<file path="src/hw/rtl/fmmp_pkg.sv">
// ----------------------------------------------------------------------------
// fmmp_pkg
// Shared types, constants and helpers for the Fibonacci mod 1e9+7 block.
// ----------------------------------------------------------------------------
package fmmp_pkg;

    // index, value, tag and op widths
    localparam int INDEX_BITS = 63;
    localparam int VAL_BITS   = 30;
    localparam int TAG_BITS   = 3;   // eight product entries per exponent bit
    localparam int OP_BITS    = 4;   // two multiply-accumulate passes per entry

    // modulus and its widened forms for the correction step
    localparam logic [VAL_BITS-1:0] FIB_MOD = 30'd1000000007;
    localparam logic [31:0]         MOD_W   = {2'b00, FIB_MOD};
    localparam logic [31:0]         MOD_X2  = MOD_W << 1;

    // reciprocal for the Barrett estimate, floor(2^61 / modulus)
    localparam logic [31:0] BARRETT_M = 32'((64'd1 << 61) / 64'(FIB_MOD));

    // 2x2 matrix of residues
    typedef struct packed {
        logic [VAL_BITS-1:0] e00;
        logic [VAL_BITS-1:0] e01;
        logic [VAL_BITS-1:0] e10;
        logic [VAL_BITS-1:0] e11;
    } mat_t;

    // commands from the controller to the datapath
    typedef struct packed {
        logic               load;      // capture a new index
        logic               issue;     // start one multiply-accumulate
        logic [OP_BITS-1:0] op;        // which term of which entry
        logic               commit;    // move finished products into the matrices
        logic               out_load;  // capture the result for the output
    } ctrl_cmd_t;

    // status from the datapath to the controller
    typedef struct packed {
        logic p_zero;     // exponent fully consumed
        logic pipe_busy;  // multiply-reduce unit still holds work
    } dp_status_t;

    // pick one entry of a matrix
    function automatic logic [VAL_BITS-1:0] mat_entry(input mat_t m, input logic row,
                                                      input logic col);
        logic [VAL_BITS-1:0] v;
        unique case ({row, col})
            2'b00:   v = m.e00;
            2'b01:   v = m.e01;
            2'b10:   v = m.e10;
            default: v = m.e11;
        endcase
        return v;
    endfunction

endpackage

</file>
<file path="src/hw/rtl/fmmp_ctrl.sv">
// ----------------------------------------------------------------------------
// fmmp_ctrl
// Sequencer: per exponent bit issues sixteen multiply-accumulates, drains
// the multiply-reduce unit and commits; handles both handshakes.
// ----------------------------------------------------------------------------
module fmmp_ctrl (
    input  logic                    aclk,
    input  logic                    aresetn,
    input  logic                    s_valid,
    output logic                    s_ready,
    output logic                    m_valid,
    input  logic                    m_ready,
    output fmmp_pkg::ctrl_cmd_t     cmd,
    input  fmmp_pkg::dp_status_t    status
);
    import fmmp_pkg::*;

    typedef enum logic [2:0] {
        ST_IDLE,
        ST_CHECK,
        ST_RUN,
        ST_DRAIN,
        ST_COMMIT,
        ST_FINISH
    } state_t;

    state_t             state_reg, state_next;
    logic [OP_BITS-1:0] op_reg, op_next;
    logic               m_valid_reg, m_valid_next;
    logic               out_free;

    assign out_free = !m_valid_reg || m_ready;
    assign s_ready  = (state_reg == ST_IDLE);
    assign m_valid  = m_valid_reg;

    // next state and commands
    always_comb begin
        state_next   = state_reg;
        op_next      = op_reg;
        cmd          = '0;
        cmd.op       = op_reg;
        unique case (state_reg)
            ST_IDLE: begin
                if (s_valid) begin
                    cmd.load   = 1'b1;
                    state_next = ST_CHECK;
                end
            end
            ST_CHECK: begin
                op_next    = '0;
                state_next = status.p_zero ? ST_FINISH : ST_RUN;
            end
            ST_RUN: begin
                cmd.issue = 1'b1;
                op_next   = op_reg + OP_BITS'(1);
                if (op_reg == '1) begin
                    state_next = ST_DRAIN;
                end
            end
            ST_DRAIN: begin
                if (!status.pipe_busy) begin
                    state_next = ST_COMMIT;
                end
            end
            ST_COMMIT: begin
                cmd.commit = 1'b1;
                state_next = ST_CHECK;
            end
            ST_FINISH: begin
                if (out_free) begin
                    cmd.out_load = 1'b1;
                    state_next   = ST_IDLE;
                end
            end
            default: begin
                state_next = ST_IDLE;
            end
        endcase
    end

    // output valid follows the result capture and the downstream take
    always_comb begin
        priority if (cmd.out_load) begin
            m_valid_next = 1'b1;
        end else if (m_ready) begin
            m_valid_next = 1'b0;
        end else begin
            m_valid_next = m_valid_reg;
        end
    end

    // state and registered outputs
    always_ff @(posedge aclk) begin
        if (!aresetn) begin
            state_reg   <= ST_IDLE;
            op_reg      <= '0;
            m_valid_reg <= 1'b0;
        end else begin
            state_reg   <= state_next;
            op_reg      <= op_next;
            m_valid_reg <= m_valid_next;
        end
    end

endmodule

</file>
<file path="config.mk">
export PLATFORM = sky130hd
export DESIGN_NAME = fmmp_ctrl
export DESIGN_NICKNAME = d
export VERILOG_FILES = /design/src/hw/rtl/fmmp_pkg.sv /design/src/hw/rtl/fmmp_ctrl.sv
export SDC_FILE = /design/constraint.sdc
export NUM_CORES = 1
export LEC_CHECK = 0
export ABC_AREA = 0
export CAP_MARGIN = 20
export CORE_AREA = 2 2 39 41
export DETAILED_ROUTE_END_ITERATION = 8
export DIE_AREA = 0 0 41 43
export DONT_BUFFER_PORTS = 1
export REMOVE_ABC_BUFFERS = 1
export SYNTH_ARGS = -nofsm -noshare
export SYNTH_HDL_FRONTEND = slang
export SYNTH_SLANG_ARGS = --single-unit
export TNS_END_PERCENT = 30
</file>
<file path="constraint.sdc">
create_clock -name aclk -period 2.2 [get_ports aclk]
set_clock_uncertainty 0.2 [all_clocks]
set_input_delay 0.22 -clock aclk [delete_from_list [all_inputs] [get_ports aclk]]
set_output_delay 0.22 -clock aclk [all_outputs]
set_load 0.005 [all_outputs]
</file>
# == Yosys cells after proc, flatten, opt, wreduce, memory -nomap -nowiden ==
# Index checks and enable logic that the tools add are counted.
# totals
regBits,8
in_bits,6
output_inout_bits,10
wordCells,35
# classes
n_addsub,1
n_eq_ne,10
n_mux,15
reduce_logical,6
# ops
operator,count
$pmux 3 s6,1
$mux 3,5
$mux 1,8
$ne 2x2->1 const B,4
$pmux 4 s2,1
$eq 3x2->1 const B,2
$eq 3x3->1 const B,2
$add 4x1->4 const B,1
$eq 4x4->1 const B,1
$reduce_and 4->1,1
$reduce_bool 2->1,2
$eq 3x1->1 const B,1
$logic_not 3->1,1
$logic_not 1->1,1
$logic_or 1x1->1,1

# == Depth between registers and ports, before layout ==
# logic_depth
word_depth,5
depth_mapped,5
mapped_depth_nobuf,5

# == Worst setup path after synthesis ==
# OpenSTA, ideal clock, no wires.
# synth_path
kind,register to output
from,reg state_reg[0]
to,out cmd[0] (netlist name)
arrival_ps,919
t_required_ps,1780
path_slack_ps,861
stages_incl_launch_ff,5
path_buffers,2
cell_sequence,dfxtp_1 > buf_4 > nand3_1 > nor2b_1 > buf_4
# synth_rtl
item,line,source
"start, declared",fmmp_ctrl.sv:27,"state_t state_reg, state_next;"
"start signal, assigned",fmmp_ctrl.sv:99,state_reg <= state_next;
"end, declared",fmmp_ctrl.sv:13,"output fmmp_pkg::ctrl_cmd_t cmd,"

# == Final worst setup path ==
# layout_path
from,reg state_reg[0]
to,reg state_reg[1]
# layout_via
elab_chain_len,3
word_cells_on_any_way,12
cone_classes,eq/ne (9); mux (1); reduce/logical (2)
# layout_rtl
item,line,source
"$eq 3x2->1, or another cell as far along",fmmp_ctrl.sv:42,unique case (state_reg)
$ne 2x2->1 (no source line),-,
$reduce_and 4->1 (no source line),-,
# Parallel ways exist; a longest one is shown, timed or not.
# A chain may end at the register's enable or synchronous reset.

==> results.py <==
metrics = {
    "status": {
        "status": "completed",
    },
    "power": {
        "sequentialPowerShare_pct": 49.5,
        "ir_drop_mv": 0.210,
        "comb_power_share_pct": 18.5,
        "internal_power_mw": 0.254,
        "powerDensity_mw_per_mm2": 701,
        "finalPower_mw": 0.388,
        "p_leak_nw": 0.205,
        "pwr-share-clk_pct": 32.1,
        "netSwitchingFraction_pct": 34.6,
        "netSwitchingPower_mw": 0.134,
    },
    "worst_setup_path": {
        "cpMaxStageDelayCell": "dfxtp_1",
        "rrSetupSlack_ps": 260,
        "cpPeakStageDelay_ps": 660,
        "arrival_ps": 1890,
        "end_kind": "register",
        "path_cells": "inv_1 -> o21ai_1 -> a21oi_1 -> dlygate4sd3_1",
        "cp.required_ps": 2150,
        "path_max_fanout": 16,
        "startpoint_type": "register",
        "crit_type": "reg -> reg",
    },
    "floorplan": {
        "die_h_um": 43,
        "start_util_pct": 37.3,
        "floorplan.core_area_mm2": 0.00138,
        "die_x_um": 41,
        "row_count": 14,
        "ios": 16,
        "dieArea_mm2": 0.00176,
    },
    "sta": {
        "fin_tns_setup_ps": 0,
        "final_max_slew_viol_count": 0,
        "setup_viol": 0,
        "fmax_mhz": 517,
        "period_needed_ps": 1940,
        "worst_pin_slew_ps": 540,
        "hold_viol_final": 0,
        "fin_crit_sh_pct": 88.0,
        "setup_slack_ps": 264,
        "rsz0062_at_grt": "no",
        "relSlewSlack_pct": 63.9,
    },
    "global_route": {
        "grt_overflow": 0,
        "antenna_found_initial": 0,
        "grt_max_degree": 17,
        "grt_pass1_vias": 408,
        "grt_pass1_wl_um": 1880,
        "track_usage_pct": 15.8,
    },
    "synthesis": {
        "ys_warn_count": 0,
        "syn_area_per_cell_um2": 8.05,
        "synth_seq_cells": 8,
        "synth_top_area_share_pct": 31.1,
        "syn_inst": 64,
        "syn_area_um2": 515,
        "ys_seq_area_share_pct": 31.1,
        "yosysTopAreaCell": "dfxtp_1",
        "synth_area_leaders": "dfxtp_1 31%, a21oi_1 7.8%, nand2b_1 4.9%, o21ai_0 4.9%, buf_4 4.4%",
        "ys_types": 28,
    },
    "layout": {
        "nets": 75,
        "fillers": 143,
        "regArea_um2": 160,
        "area_delta_synth_final_pct": 7.52,
        "multi_input_comb_area_um2": 310,
        "drive_gt1_share_pct": 10.6,
        "largest_reg_flops": 4,
        "num_antenna_cells": 0,
    },
    "clock_network": {
        "cts-root-buf": "clkbuf_4",
        "cts.path.max_buffers": 2,
        "post_cts_resized": 0,
        "cts_htree_levels": 1,
        "cts_tree": "done",
        "clock_sinks": 8,
        "numCtsBuffers": 3,
        "insertion_delay_ps": 260,
        "clk_pin_slew_ps": 60,
    },
    "routing": {
        "avgRoutedWirePerCell_um": 14.1,
        "first_iter_violations": 8,
        "via_per_inst": 5.84,
        "vias": 479,
        "routed_wl_um": 1160,
        "drtPass1Iterations": 4,
        "antenna_left": 0,
        "drc": 0,
    },
    "placement": {
        "gp_congestion": 0.681,
        "io_buffer_count": 0,
        "post-place-ws_ps": 691,
        "hpwlAfterDp_um": 782,
    },
    "job": {
        "maxCapViolCount": 0,
    },
    "hold_path": {
        "min_path_type": "in -> reg",
    },
}
==> through the flow <==
step	utilization, %	cells	cell area [µm²]	hold slack [ps]
after global routing	40.1	82	554	22.2
after global placement	36.3	76	502	182
after CTS	40.1	82	554	9.25
after floorplan	-	60	482	173
final	40.1	82	554	16.1
after detailed placement	36.3	76	502	178
==> Yosys cell counts, drive strengths merged <==
cell type	instances
a211o	1
a211oi	1
a21o	1
a21oi	8
a22o	1
a41oi	1
and2	2
and3	2
buf	4
dfxtp	8
ha	1
inv	3
nand2	2
nand2b	4
nand3	3
nand3b	1
nand4	2
nor2	4
nor2b	2
nor3	4
nor4b	1
o21ai	6
o22ai	1
o31ai	1
==> critical path, delay by kind of cell (launching register included) <==
family	cells	cell delay [ps]
flops	1	660
compound gates	2	260
buf+inv	2	720
==> final timing paths <==
check	startpoint	to	cells after the start
worst min-delay path	aresetn	op_reg[3]	3
worst max register to register	state_reg[0]	state_reg[1]	4
worst max-delay path	state_reg[0]	state_reg[1]	4
worst min register to register	op_reg[0]	op_reg[0]	2
==> placed cells by master (no fill, tap or decap) <==
| cell type | n |
|---|---|
| o21ai_1 | 1 |
| nand2b_1 | 4 |
| clkbuf_4 | 3 |
| nor4b_1 | 1 |
| o22ai_1 | 1 |
| inv_1 | 2 |
| dfxtp_1 | 8 |
| nand3b_1 | 1 |
| nor3_4 | 1 |
| a21o_1 | 1 |
| nand2_1 | 2 |
| nand4_1 | 2 |
| and3_1 | 2 |
| and2_1 | 2 |
| nor3_1 | 3 |
| nor2b_1 | 2 |
| o21ai_0 | 5 |
| dlygate4sd3_1 | 3 |
| a41oi_2 | 1 |
| o31ai_2 | 1 |
| ha_1 | 1 |
| inv_2 | 1 |
| nor2_1 | 4 |
| nand3_1 | 3 |
| a211o_1 | 1 |
| a21oi_1 | 8 |
| a211oi_1 | 1 |
| a22o_1 | 1 |
==> layout make-up <==
| cell class | count | area share (%) |
|---|---|---|
| tap | 16 | 3.61 |
| multi-input combinational | 49 | 56.0 |
| clock buffer | 3 | 4.06 |
| timing repair buffer | 3 | 5.42 |
| inverter | 3 | 2.03 |
| sequential | 8 | 28.9 |
==> power groups by stage <==
stage	combinational, mW	clock, mW	sequential [mW]
after detailed placement	0.0645	0	0.195
final	0.0717	0.124	0.192
after global placement	0.0646	0	0.194
after global routing	0.0834	0.133	0.196
after CTS	0.0719	0.125	0.192
after floorplan	0.0560	0	0.186
==> cell families after synthesis <==
| group | Yosys count | synth area share [%] |
|---|---|---|
| fa+ha+maj | 1 | 2.43 |
| simple gates | 27 | 31.1 |
| flops | 8 | 31.1 |
| buf+inv | 7 | 8.74 |
| compound gates | 21 | 26.7 |
==> routing by layer <==
metal  vias up  wire, µm  GRT usage [%]
li1        244         -              -
met5         -         0              0
met4         0        23           10.0
met1       219       554           21.6
met3         4        43           3.66
met2        12       534           21.3
==> what timing repair did <==
item                                   CTS  global route
setup buffers                            0             0
endpoints found under the hold margin    5             0
hold buffers                             3             0
setup endpoints to repair                0             0
Power figures use the tool's default switching activity.
