## src/hw/rtl/fmmp_pkg.sv

```systemverilog
// ----------------------------------------------------------------------------
// fmmp_pkg
// Shared types, constants and helpers for the Fibonacci mod 1e9+7 block.
// ----------------------------------------------------------------------------
package fmmp_pkg;

    // index, value, tag and op widths
    localparam int INDEX_BITS = 63;
    localparam int VAL_BITS   = 30;
    localparam int TAG_BITS   = 3;   // eight product entries per exponent bit
    localparam int OP_BITS    = 4;   // two multiply-accumulate passes per entry

    // modulus and its widened forms for the correction step
    localparam logic [VAL_BITS-1:0] FIB_MOD = 30'd1000000007;
    localparam logic [31:0]         MOD_W   = {2'b00, FIB_MOD};
    localparam logic [31:0]         MOD_X2  = MOD_W << 1;

    // reciprocal for the Barrett estimate, floor(2^61 / modulus)
    localparam logic [31:0] BARRETT_M = 32'((64'd1 << 61) / 64'(FIB_MOD));

    // 2x2 matrix of residues
    typedef struct packed {
        logic [VAL_BITS-1:0] e00;
        logic [VAL_BITS-1:0] e01;
        logic [VAL_BITS-1:0] e10;
        logic [VAL_BITS-1:0] e11;
    } mat_t;

    // commands from the controller to the datapath
    typedef struct packed {
        logic               load;      // capture a new index
        logic               issue;     // start one multiply-accumulate
        logic [OP_BITS-1:0] op;        // which term of which entry
        logic               commit;    // move finished products into the matrices
        logic               out_load;  // capture the result for the output
    } ctrl_cmd_t;

    // status from the datapath to the controller
    typedef struct packed {
        logic p_zero;     // exponent fully consumed
        logic pipe_busy;  // multiply-reduce unit still holds work
    } dp_status_t;

    // pick one entry of a matrix
    function automatic logic [VAL_BITS-1:0] mat_entry(input mat_t m, input logic row,
                                                      input logic col);
        logic [VAL_BITS-1:0] v;
        unique case ({row, col})
            2'b00:   v = m.e00;
            2'b01:   v = m.e01;
            2'b10:   v = m.e10;
            default: v = m.e11;
        endcase
        return v;
    endfunction

endpackage

```

## src/hw/rtl/fmmp_mulmod.sv

```systemverilog
// ----------------------------------------------------------------------------
// fmmp_mulmod
// Pipelined multiply-add-reduce unit: (a * b + c) mod 1000000007.
// Four register stages, result written out after the final correction.
// ----------------------------------------------------------------------------
module fmmp_mulmod (
    input  logic                             aclk,
    input  logic                             aresetn,
    input  logic                             in_valid,
    input  logic [fmmp_pkg::TAG_BITS-1:0]    in_tag,
    input  logic [fmmp_pkg::VAL_BITS-1:0]    in_a,
    input  logic [fmmp_pkg::VAL_BITS-1:0]    in_b,
    input  logic [fmmp_pkg::VAL_BITS-1:0]    in_c,
    output logic                             out_valid,
    output logic [fmmp_pkg::TAG_BITS-1:0]    out_tag,
    output logic [fmmp_pkg::VAL_BITS-1:0]    out_value,
    output logic                             busy
);
    import fmmp_pkg::*;

    logic                v1_reg, v2_reg, v3_reg, v4_reg;
    logic [TAG_BITS-1:0] t1_reg, t2_reg, t3_reg, t4_reg;
    logic [60:0]         sum1_reg, sum1_next;
    logic [62:0]         est2_reg, est2_next;
    logic [31:0]         lo2_reg, lo3_reg;
    logic [31:0]         qp3_reg, qp3_next;
    logic [31:0]         r4_reg, r4_next;
    logic [59:0]         prod;
    logic [30:0]         sum_hi;
    logic [31:0]         quot;
    logic [61:0]         qp_full;
    logic [31:0]         r_fix1, r_fix2;

    // stage 1: product plus addend, below 2^61
    assign prod      = 60'(in_a) * 60'(in_b);
    assign sum1_next = 61'(prod) + 61'(in_c);

    // stage 2: quotient estimate from the upper bits
    assign sum_hi    = sum1_reg[60:30];
    assign est2_next = 63'(sum_hi) * 63'(BARRETT_M);

    // stage 3: estimate times modulus, only the low word is needed
    assign quot      = est2_reg[62:31];
    assign qp_full   = 62'(quot) * 62'(FIB_MOD);
    assign qp3_next  = qp_full[31:0];

    // stage 4: remainder, known to be below four times the modulus
    assign r4_next   = lo3_reg - qp3_reg;

    // final correction into 0..modulus-1
    assign r_fix1    = (r4_reg >= MOD_X2) ? (r4_reg - MOD_X2) : r4_reg;
    assign r_fix2    = (r_fix1 >= MOD_W) ? (r_fix1 - MOD_W) : r_fix1;

    assign out_valid = v4_reg;
    assign out_tag   = t4_reg;
    assign out_value = r_fix2[VAL_BITS-1:0];
    assign busy      = v1_reg | v2_reg | v3_reg | v4_reg;

    // stage valid bits
    always_ff @(posedge aclk) begin
        if (!aresetn) begin
            v1_reg <= 1'b0;
            v2_reg <= 1'b0;
            v3_reg <= 1'b0;
            v4_reg <= 1'b0;
        end else begin
            v1_reg <= in_valid;
            v2_reg <= v1_reg;
            v3_reg <= v2_reg;
            v4_reg <= v3_reg;
        end
    end

    // stage payload
    always_ff @(posedge aclk) begin
        t1_reg   <= in_tag;
        sum1_reg <= sum1_next;
        t2_reg   <= t1_reg;
        est2_reg <= est2_next;
        lo2_reg  <= sum1_reg[31:0];
        t3_reg   <= t2_reg;
        qp3_reg  <= qp3_next;
        lo3_reg  <= lo2_reg;
        t4_reg   <= t3_reg;
        r4_reg   <= r4_next;
    end

endmodule

```

## src/hw/rtl/fmmp_datapath.sv

```systemverilog
// ----------------------------------------------------------------------------
// fmmp_datapath
// Exponent, accumulator and base matrices, partial products and result
// register, around the shared multiply-reduce unit.
// ----------------------------------------------------------------------------
module fmmp_datapath (
    input  logic                            aclk,
    input  logic                            aresetn,
    input  fmmp_pkg::ctrl_cmd_t             cmd,
    output fmmp_pkg::dp_status_t            status,
    input  logic [fmmp_pkg::INDEX_BITS-1:0] index,
    output logic [fmmp_pkg::VAL_BITS-1:0]   fib_value
);
    import fmmp_pkg::*;

    logic [INDEX_BITS-1:0] p_reg;
    mat_t                  acc_reg;
    mat_t                  base_reg;
    logic [VAL_BITS-1:0]   partial_reg [8];
    logic [VAL_BITS-1:0]   fib_value_reg;

    logic                  op_k;
    logic [TAG_BITS-1:0]   op_e;
    logic [VAL_BITS-1:0]   opnd_a, opnd_b, opnd_c;
    logic                  res_valid;
    logic [TAG_BITS-1:0]   res_tag;
    logic [VAL_BITS-1:0]   res_value;
    logic                  pipe_busy;
    logic                  index_zero;

    // operand selection: entries 0..3 are acc*base, 4..7 are base*base
    assign op_k   = cmd.op[OP_BITS-1];
    assign op_e   = cmd.op[TAG_BITS-1:0];
    assign opnd_a = op_e[2] ? mat_entry(base_reg, op_e[1], op_k)
                            : mat_entry(acc_reg, op_e[1], op_k);
    assign opnd_b = mat_entry(base_reg, op_k, op_e[0]);
    assign opnd_c = op_k ? partial_reg[op_e] : '0;

    fmmp_mulmod u_mulmod (
        .aclk      (aclk),
        .aresetn   (aresetn),
        .in_valid  (cmd.issue),
        .in_tag    (op_e),
        .in_a      (opnd_a),
        .in_b      (opnd_b),
        .in_c      (opnd_c),
        .out_valid (res_valid),
        .out_tag   (res_tag),
        .out_value (res_value),
        .busy      (pipe_busy)
    );

    assign index_zero       = (index == '0);
    assign status.p_zero    = (p_reg == '0);
    assign status.pipe_busy = pipe_busy;
    assign fib_value        = fib_value_reg;

    // partial products land by entry tag
    always_ff @(posedge aclk) begin
        if (res_valid) begin
            partial_reg[res_tag] <= res_value;
        end
    end

    // exponent and matrices: index zero starts from a zero top-left entry
    always_ff @(posedge aclk) begin
        if (cmd.load) begin
            p_reg        <= index_zero ? '0 : (index - INDEX_BITS'(1));
            acc_reg.e00  <= index_zero ? '0 : VAL_BITS'(1);
            acc_reg.e01  <= '0;
            acc_reg.e10  <= '0;
            acc_reg.e11  <= VAL_BITS'(1);
            base_reg.e00 <= VAL_BITS'(1);
            base_reg.e01 <= VAL_BITS'(1);
            base_reg.e10 <= VAL_BITS'(1);
            base_reg.e11 <= '0;
        end else if (cmd.commit) begin
            p_reg <= p_reg >> 1;
            if (p_reg[0]) begin
                acc_reg.e00 <= partial_reg[0];
                acc_reg.e01 <= partial_reg[1];
                acc_reg.e10 <= partial_reg[2];
                acc_reg.e11 <= partial_reg[3];
            end
            base_reg.e00 <= partial_reg[4];
            base_reg.e01 <= partial_reg[5];
            base_reg.e10 <= partial_reg[6];
            base_reg.e11 <= partial_reg[7];
        end
    end

    // result capture
    always_ff @(posedge aclk) begin
        if (cmd.out_load) begin
            fib_value_reg <= acc_reg.e00;
        end
    end

endmodule

```

## config.mk

```make
export PLATFORM = sky130hd
export DESIGN_NAME = fmmp_datapath
export DESIGN_NICKNAME = d
export VERILOG_FILES = /design/src/hw/rtl/fmmp_pkg.sv /design/src/hw/rtl/fmmp_mulmod.sv /design/src/hw/rtl/fmmp_datapath.sv
export SDC_FILE = /design/constraint.sdc
export NUM_CORES = 2
export LEC_CHECK = 0
export ABC_AREA = 1
export BUFFER_PORTS_ARGS = -buffer_cell sky130_fd_sc_hd__buf_4
export CELL_PAD_IN_SITES_DETAIL_PLACEMENT = 1
export CELL_PAD_IN_SITES_GLOBAL_PLACEMENT = 2
export CORE_MARGIN = 2
export CORE_UTILIZATION = 42
export CTS_BUF_LIST = sky130_fd_sc_hd__clkbuf_4 sky130_fd_sc_hd__clkbuf_8
export DETAILED_ROUTE_END_ITERATION = 6
export PLACE_DENSITY_LB_ADDON = 0.1
export SETUP_SLACK_MARGIN = 0.3
export SYNTH_ARGS = -nofsm -noshare
export SYNTH_HDL_FRONTEND = slang
export SYNTH_SLANG_ARGS = --single-unit
```

## constraint.sdc

```tcl
create_clock -name aclk -period 11.3 [get_ports aclk]
set_input_delay 1.13 -clock aclk [delete_from_list [all_inputs] [get_ports aclk]]
set_output_delay 1.13 -clock aclk [all_outputs]
set_load 0.05 [all_outputs]
```

# Word-level counts from Yosys, hierarchy flattened
# Memory sizes are Yosys's and may differ from the RTL's. A register that Yosys moved wholly into a read port is not among the register bits.
# Index checks and enable logic that the tools add are counted.
# word_totals
mem_count	1
input_bits	73
ff_bits	481
ramBits	240
wordCells	62
output_inout_bits	32
# classes
bitwise	3
n_eq_ne	4
n_reduce_logical	8
multipliers	3
n_mux	16
n_lt_le_gt_ge	2
add_sub_neg	5
# memory_table
memory	words	word_bits	read_ports	rd_clocked_by_memory_dff	wr	line	rtl
partial_reg	8	30	9	4	1	fmmp_datapath.sv:19	logic [VAL_BITS-1:0] partial_reg [8];
# ops
cell	n
120-bit two-way mux	3
30-bit one-hot mux with 3 select lines	3
63-bit two-way mux	3
63-bit logical NOT	2
30-bit two-way mux	3
31-bit by 32-bit multiplier with 63-bit output, second input constant	1
63-bit by 1-bit subtractor with 63-bit output, second input constant	1
60-bit by 30-bit adder with 61-bit output	1
30-bit by 30-bit multiplier with 60-bit output	1
32-bit by 30-bit greater-or-equal comparator with 1-bit output, second input constant	1
32-bit by 31-bit greater-or-equal comparator with 1-bit output, second input constant	1
32-bit by 30-bit multiplier with 32-bit output, second input constant	1
32-bit two-way mux	1
32-bit by 31-bit subtractor with 32-bit output, second input constant	1
32-bit subtractor	1
30-bit subtractor, second input constant	1
2-bit by 1-bit == test with 1-bit output, second input constant	2
2-bit == test, second input constant	2
2-bit logical NOT	2
2-bit AND reduction	2
2-bit nonzero test	2
1-bit two-way mux	3
1-bit bitwise OR	3

# Depth between registers and ports, before layout
# depth
ltp_word	5
depth_mapped	38
ltp_nobuf	36

# Modules after synthesis
# From an unflattened synthesis, not the netlist that was laid out.
# unflattened
cells_unflattened	10439
hier_area_um2	88553.7
# by_module_without_submodules
mod	area_per_inst_um2	cells_per_inst	instances
fmmp_mulmod	63131.8	7643	1
fmmp_datapath	25421.9	2796	1

# Worst setup path before layout
# No wires, ideal clock.
# synth_path
path_type	input -> register
from	input cmd[2] (netlist bit)
to	register u_mulmod.sum1_reg[55]
setup_time_ns	0.119
t_arrival_ns	8.303
n_path_buf	4
path_slack_ns	2.879
required_time_ns	11.181
cell_stages	33
path_cell_list	clkbuf_1 > clkbuf_1 > clkbuf_1 > o21ai_0 > nand3_1 > o21ai_1 > clkbuf_1 > nor2_1 > fa_1 > fa_1 > fa_1 > inv_1 > fa_1 > inv_1 > fa_1 > inv_1 > fa_1 > inv_1 > fa_1 > inv_1 > fa_1 > inv_1 > ha_1 > nand2_1 > nor2_1 > inv_1 > nor4_1 > nand3_1 > nand3_1 > nand3_1 > o211ai_1 > a31oi_1 > xnor2_1
# synth_between
elab_chain_cells	4
word_cells_on_any_way	8
classes_between	1 x add/sub; 1 x mul; 2 x eq/ne; 2 x mux; 1 x reduce/logical; 1 x memory
# synth_lines
element	line	rtl
from (decl)	fmmp_datapath.sv:9	input fmmp_pkg::ctrl_cmd_t cmd,
2-bit == test, or another cell as far along	fmmp_pkg.sv:48	unique case ({row, col})
30-bit one-hot mux with 3 select lines	fmmp_pkg.sv:48	
30-bit by 30-bit multiplier with 60-bit output	fmmp_mulmod.sv:35	assign prod = 60'(in_a) * 60'(in_b);
60-bit by 30-bit adder with 61-bit output *	fmmp_mulmod.sv:36	assign sum1_next = 61'(prod) + 61'(in_c);
net u_mulmod.sum1_next[55]	fmmp_mulmod.sv:23	logic [60:0] sum1_reg, sum1_next;
to (signal assigned)	fmmp_mulmod.sv:77	sum1_reg <= sum1_next;
to (decl)	fmmp_mulmod.sv:23	
# Mark *: on every way through the listed nets, which the timed path passes. The rest lies on a longest branch.
# A chain may end at the register's enable or synchronous reset.

# Worst setup path in the final report
# layout_path
from	input cmd[5] (netlist bit)
to	register u_mulmod.sum1_reg[46]
# layout_between
elab_chain_cells	5
word_cells_on_any_way	13
classes_between	1 x add/sub; 1 x mul; 4 x eq/ne; 5 x mux; 2 x reduce/logical
# layout_lines
element	line	rtl
2-bit == test, or another cell as far along	fmmp_pkg.sv:48	
30-bit one-hot mux with 3 select lines	fmmp_pkg.sv:48	
30-bit two-way mux	fmmp_datapath.sv:34	assign opnd_a = op_e[2] ? mat_entry(base_reg, op_e[1], op_k)
30-bit by 30-bit multiplier with 60-bit output	fmmp_mulmod.sv:35	
60-bit by 30-bit adder with 61-bit output *	fmmp_mulmod.sv:36	
net u_mulmod.sum1_next[46]	fmmp_mulmod.sv:23	
# Marked as above.

==> flow_metrics.tcl <==
set metrics [dict create \
    route.antenna.remaining_nets 0 \
    fp.dieW_um 457.0 \
    syn_inst 9863 \
    crit_type "in -> reg" \
    syn_avg_cell_area_um2 8.737 \
    setup_tns_ns 0 \
    first_pass_iters 5 \
    synthTopCellsByArea "fa_1, edfxtp_1, ha_1, dfxtp_1, inv_1" \
    required_ns 12.05 \
    drtIter0Drc 4273 \
    antenna_found_initial 5 \
    finalHoldViolations 0 \
    ys_seq_area_share_pct 23.03 \
    post_cts_buffers 0 \
    vias 68424 \
    async_reset_ff_share_pct 0 \
    drt-total-wl_mm 323.2 \
    r2r_end "u_mulmod.sum1_reg[32]" \
    worst-path-stages 31 \
    drcViolationCount 0 \
    largest_reg_flops 240 \
    port_buffers 104 \
    path_clk_slew_ns 0.06 \
    core-area_um2 204400 \
    maxSlewViolCount 0 \
    syn_to_final_growth_pct 9.117 \
    synthXorXnorAreaFrac_pct 2.531 \
    numClockSinks 810 \
    tightestPinTransition_ns 1.372 \
    synth.area.mux_share_pct 0 \
    setup_viol 0 \
    drt-vias-per-instance 5.337 \
    slew_headroom_pct 8.532 \
    nets 12183 \
    grt_pass1_vias 76353 \
    synth_simple_gate_area_share_pct 13.95 \
    synth_edf_count 363 \
    post_synth_fa_ha_maj_area_fraction_pct 41.67 \
    cts-htree-levels 4 \
    wire_per_inst_um 25.21 \
    die_area_um2 208800 \
    cp_common_cell "fa_1" \
    track_usage_pct 31.49 \
    grt_pass1_wl_mm 490.8 \
    timing.hold.ws_ns 0.2974 \
    cts_resized 0 \
    period_needed_ns 9.480 \
    slowest_stage "o21ai_2" \
    ys_ff_latch 810 \
    drive_above_1_share_pct 6.734 \
    root_buffer "clkbuf_8" \
    synth_ff_type "dfxtp_1" \
    cts_hold_buf 0 \
    start_util_pct 42.17 \
    synth_cell_types 55 \
    cp.arrival_ns 10.23 \
    utilization_pct 46.01 \
    rsz0062_at_grt "no" \
    dieHeight_um 457.0 \
    rr_startpoint "acc_reg[93]" \
    cp_max_fo 34 \
    endpoint "u_mulmod.sum1_reg[46]" \
    period_share_pct 83.89 \
    slowest_delay_ns 1.08 \
    fillers 24004 \
    hold_path.class "reg -> reg" \
    syn_nets 12043 \
    crit_family "adder cells" \
    cts_buffer_depth 3 \
    skew_ns 0.06582 \
    place.gp.congestion 0.9419 \
    final_cell_count_no_fill 12820 \
    fmaxAchievable_mhz 105.5 \
    endpoint_kind "flop" \
    synth_area_um2 86180 \
    reg2reg_setup_slack_ns 2.59 \
    synth_top_area_share_pct 29.55 \
    clk_latency_ns 0.91 \
    synth_top_family_by_area "adder cells" \
    synth_compound_area_share_pct 7.940 \
    ios 105 \
    cp-startpoint "cmd[5]" \
    dp_cells 12542 \
    outcome "completed" \
    ys.warnings.count 0 \
    grt_max_degree 121 \
    worst_setup_path_start_kind "input pin" \
    dp_hpwl_mm 262.8 \
    path_buf_inv 10 \
    cts_tree "built" \
    cts_buffers 147 \
    grt_overflow 0 \
    rows 166 \
    synth.largest_area_cell "fa_1" \
    cap_violations 0 \
    worstRegToRegCells 31 \
]
## cell usage after synthesis (all sizes together), types with 2 or more instances
cell type and instances:
o211ai 38, nand3b 7, and3 8, a21o 13, a31o 2, o21ai 615
a22o 2, inv 2139, nand3 261, nand4 38, xor2 152, nor4 29
o21bai 11, o22ai 22, o21a 21, nor3 40, or2 7, a211oi 2
nor2 1256, edfxtp 363, o31ai 5, and2 4, buf 39, a221oi 66
clkinv 21, fa 1272, a21oi 330, clkbuf 273, xnor2 97, nand2 1352
o2111ai 4, o221ai 14, a21boi 6, ha 835, a32o 4, a31oi 66
dfxtp 447
## cell type report
class                           count  area, um2  share of cell area, %
Multi-Input combinational cell   6581      57120                  60.74
Inverter                         2160       8117                  8.632
Tap cell                         2688       3363                  3.577
Clock inverter                     37      384.1                 0.4085
Clock buffer                      236       2854                  3.035
Antenna cell                        5      12.51                0.01331
Sequential cell                   810      19850                  21.11
Timing Repair Buffer              303       2337                  2.486
## how the worst min path moves through the flow
stage	startpoint	endpoint	slack (ns)	depth (start not counted)
after floorplan	u_mulmod.sum1_reg[0]	u_mulmod.lo2_reg[0]	0.31	0
after global placement	u_mulmod.t2_reg[1]	u_mulmod.t3_reg[1]	0.31	0
after detailed placement	u_mulmod.lo2_reg[21]	u_mulmod.lo3_reg[21]	0.31	0
after CTS	u_mulmod.lo2_reg[19]	u_mulmod.lo3_reg[19]	0.30	0
after global routing	u_mulmod.lo2_reg[22]	u_mulmod.lo3_reg[22]	0.31	0
final	u_mulmod.lo2_reg[19]	u_mulmod.lo3_reg[19]	0.30	0
## per-layer routing
metal	track usage, %	up-vias	share of wire [%]
li1	-	30843	-
met1	40.38	35448	42
met2	54.10	1591	49
met3	3.550	538	4.2
met4	12.83	4	4.7
met5	0	-	0.0074
## cells in the final DEF, fill, tap and decap left out, types with 6 or more instances in the layout
cell type	instances
clkinv_1	19
inv_2	23
clkbuf_8	173
xor2_1	152
clkinv_2	11
o21bai_1	11
a21o_1	13
nand4_1	38
or2_2	7
a21boi_0	6
xnor2_1	97
clkinvlp_4	6
nand2_1	1335
nand3_1	257
ha_1	835
inv_1	2115
o211ai_1	38
o221ai_1	14
o21a_1	21
fa_1	1272
a31oi_1	66
o21ai_2	17
nor2_1	1228
buf_4	298
nand3b_1	7
nor2_4	14
a21oi_1	328
edfxtp_1	363
nand2_2	14
o22ai_1	22
and3_1	8
o21ai_1	25
a221oi_1	66
nor3_1	39
clkbuf_4	63
o21ai_0	573
inv_6	7
nor2_2	14
nor4_1	29
dfxtp_1	447
## through the flow
| stage | setup WS (ns) | cell area, um2 |
|---|---|---|
| floorplan | 2.879 | 86180 |
| global placement | 1.115 | 90780 |
| detailed placement | 1.096 | 90780 |
| CTS | 2.028 | 94020 |
| global route | 1.434 | 94030 |
| finish | 1.820 | 94030 |
## logic make-up after synthesis
family                     Yosys count
AOI/OAI and AO/OA                 1223
xor gates and xnor gates           249
adders and majority gates         2107
buffers and inverters             2472
DFF                                810
and+or+nand+nor                   3002
Power is left out: the tool's default activity adds up to more than one toggle a clock period on the data nets, which glitch-free logic cannot reach.
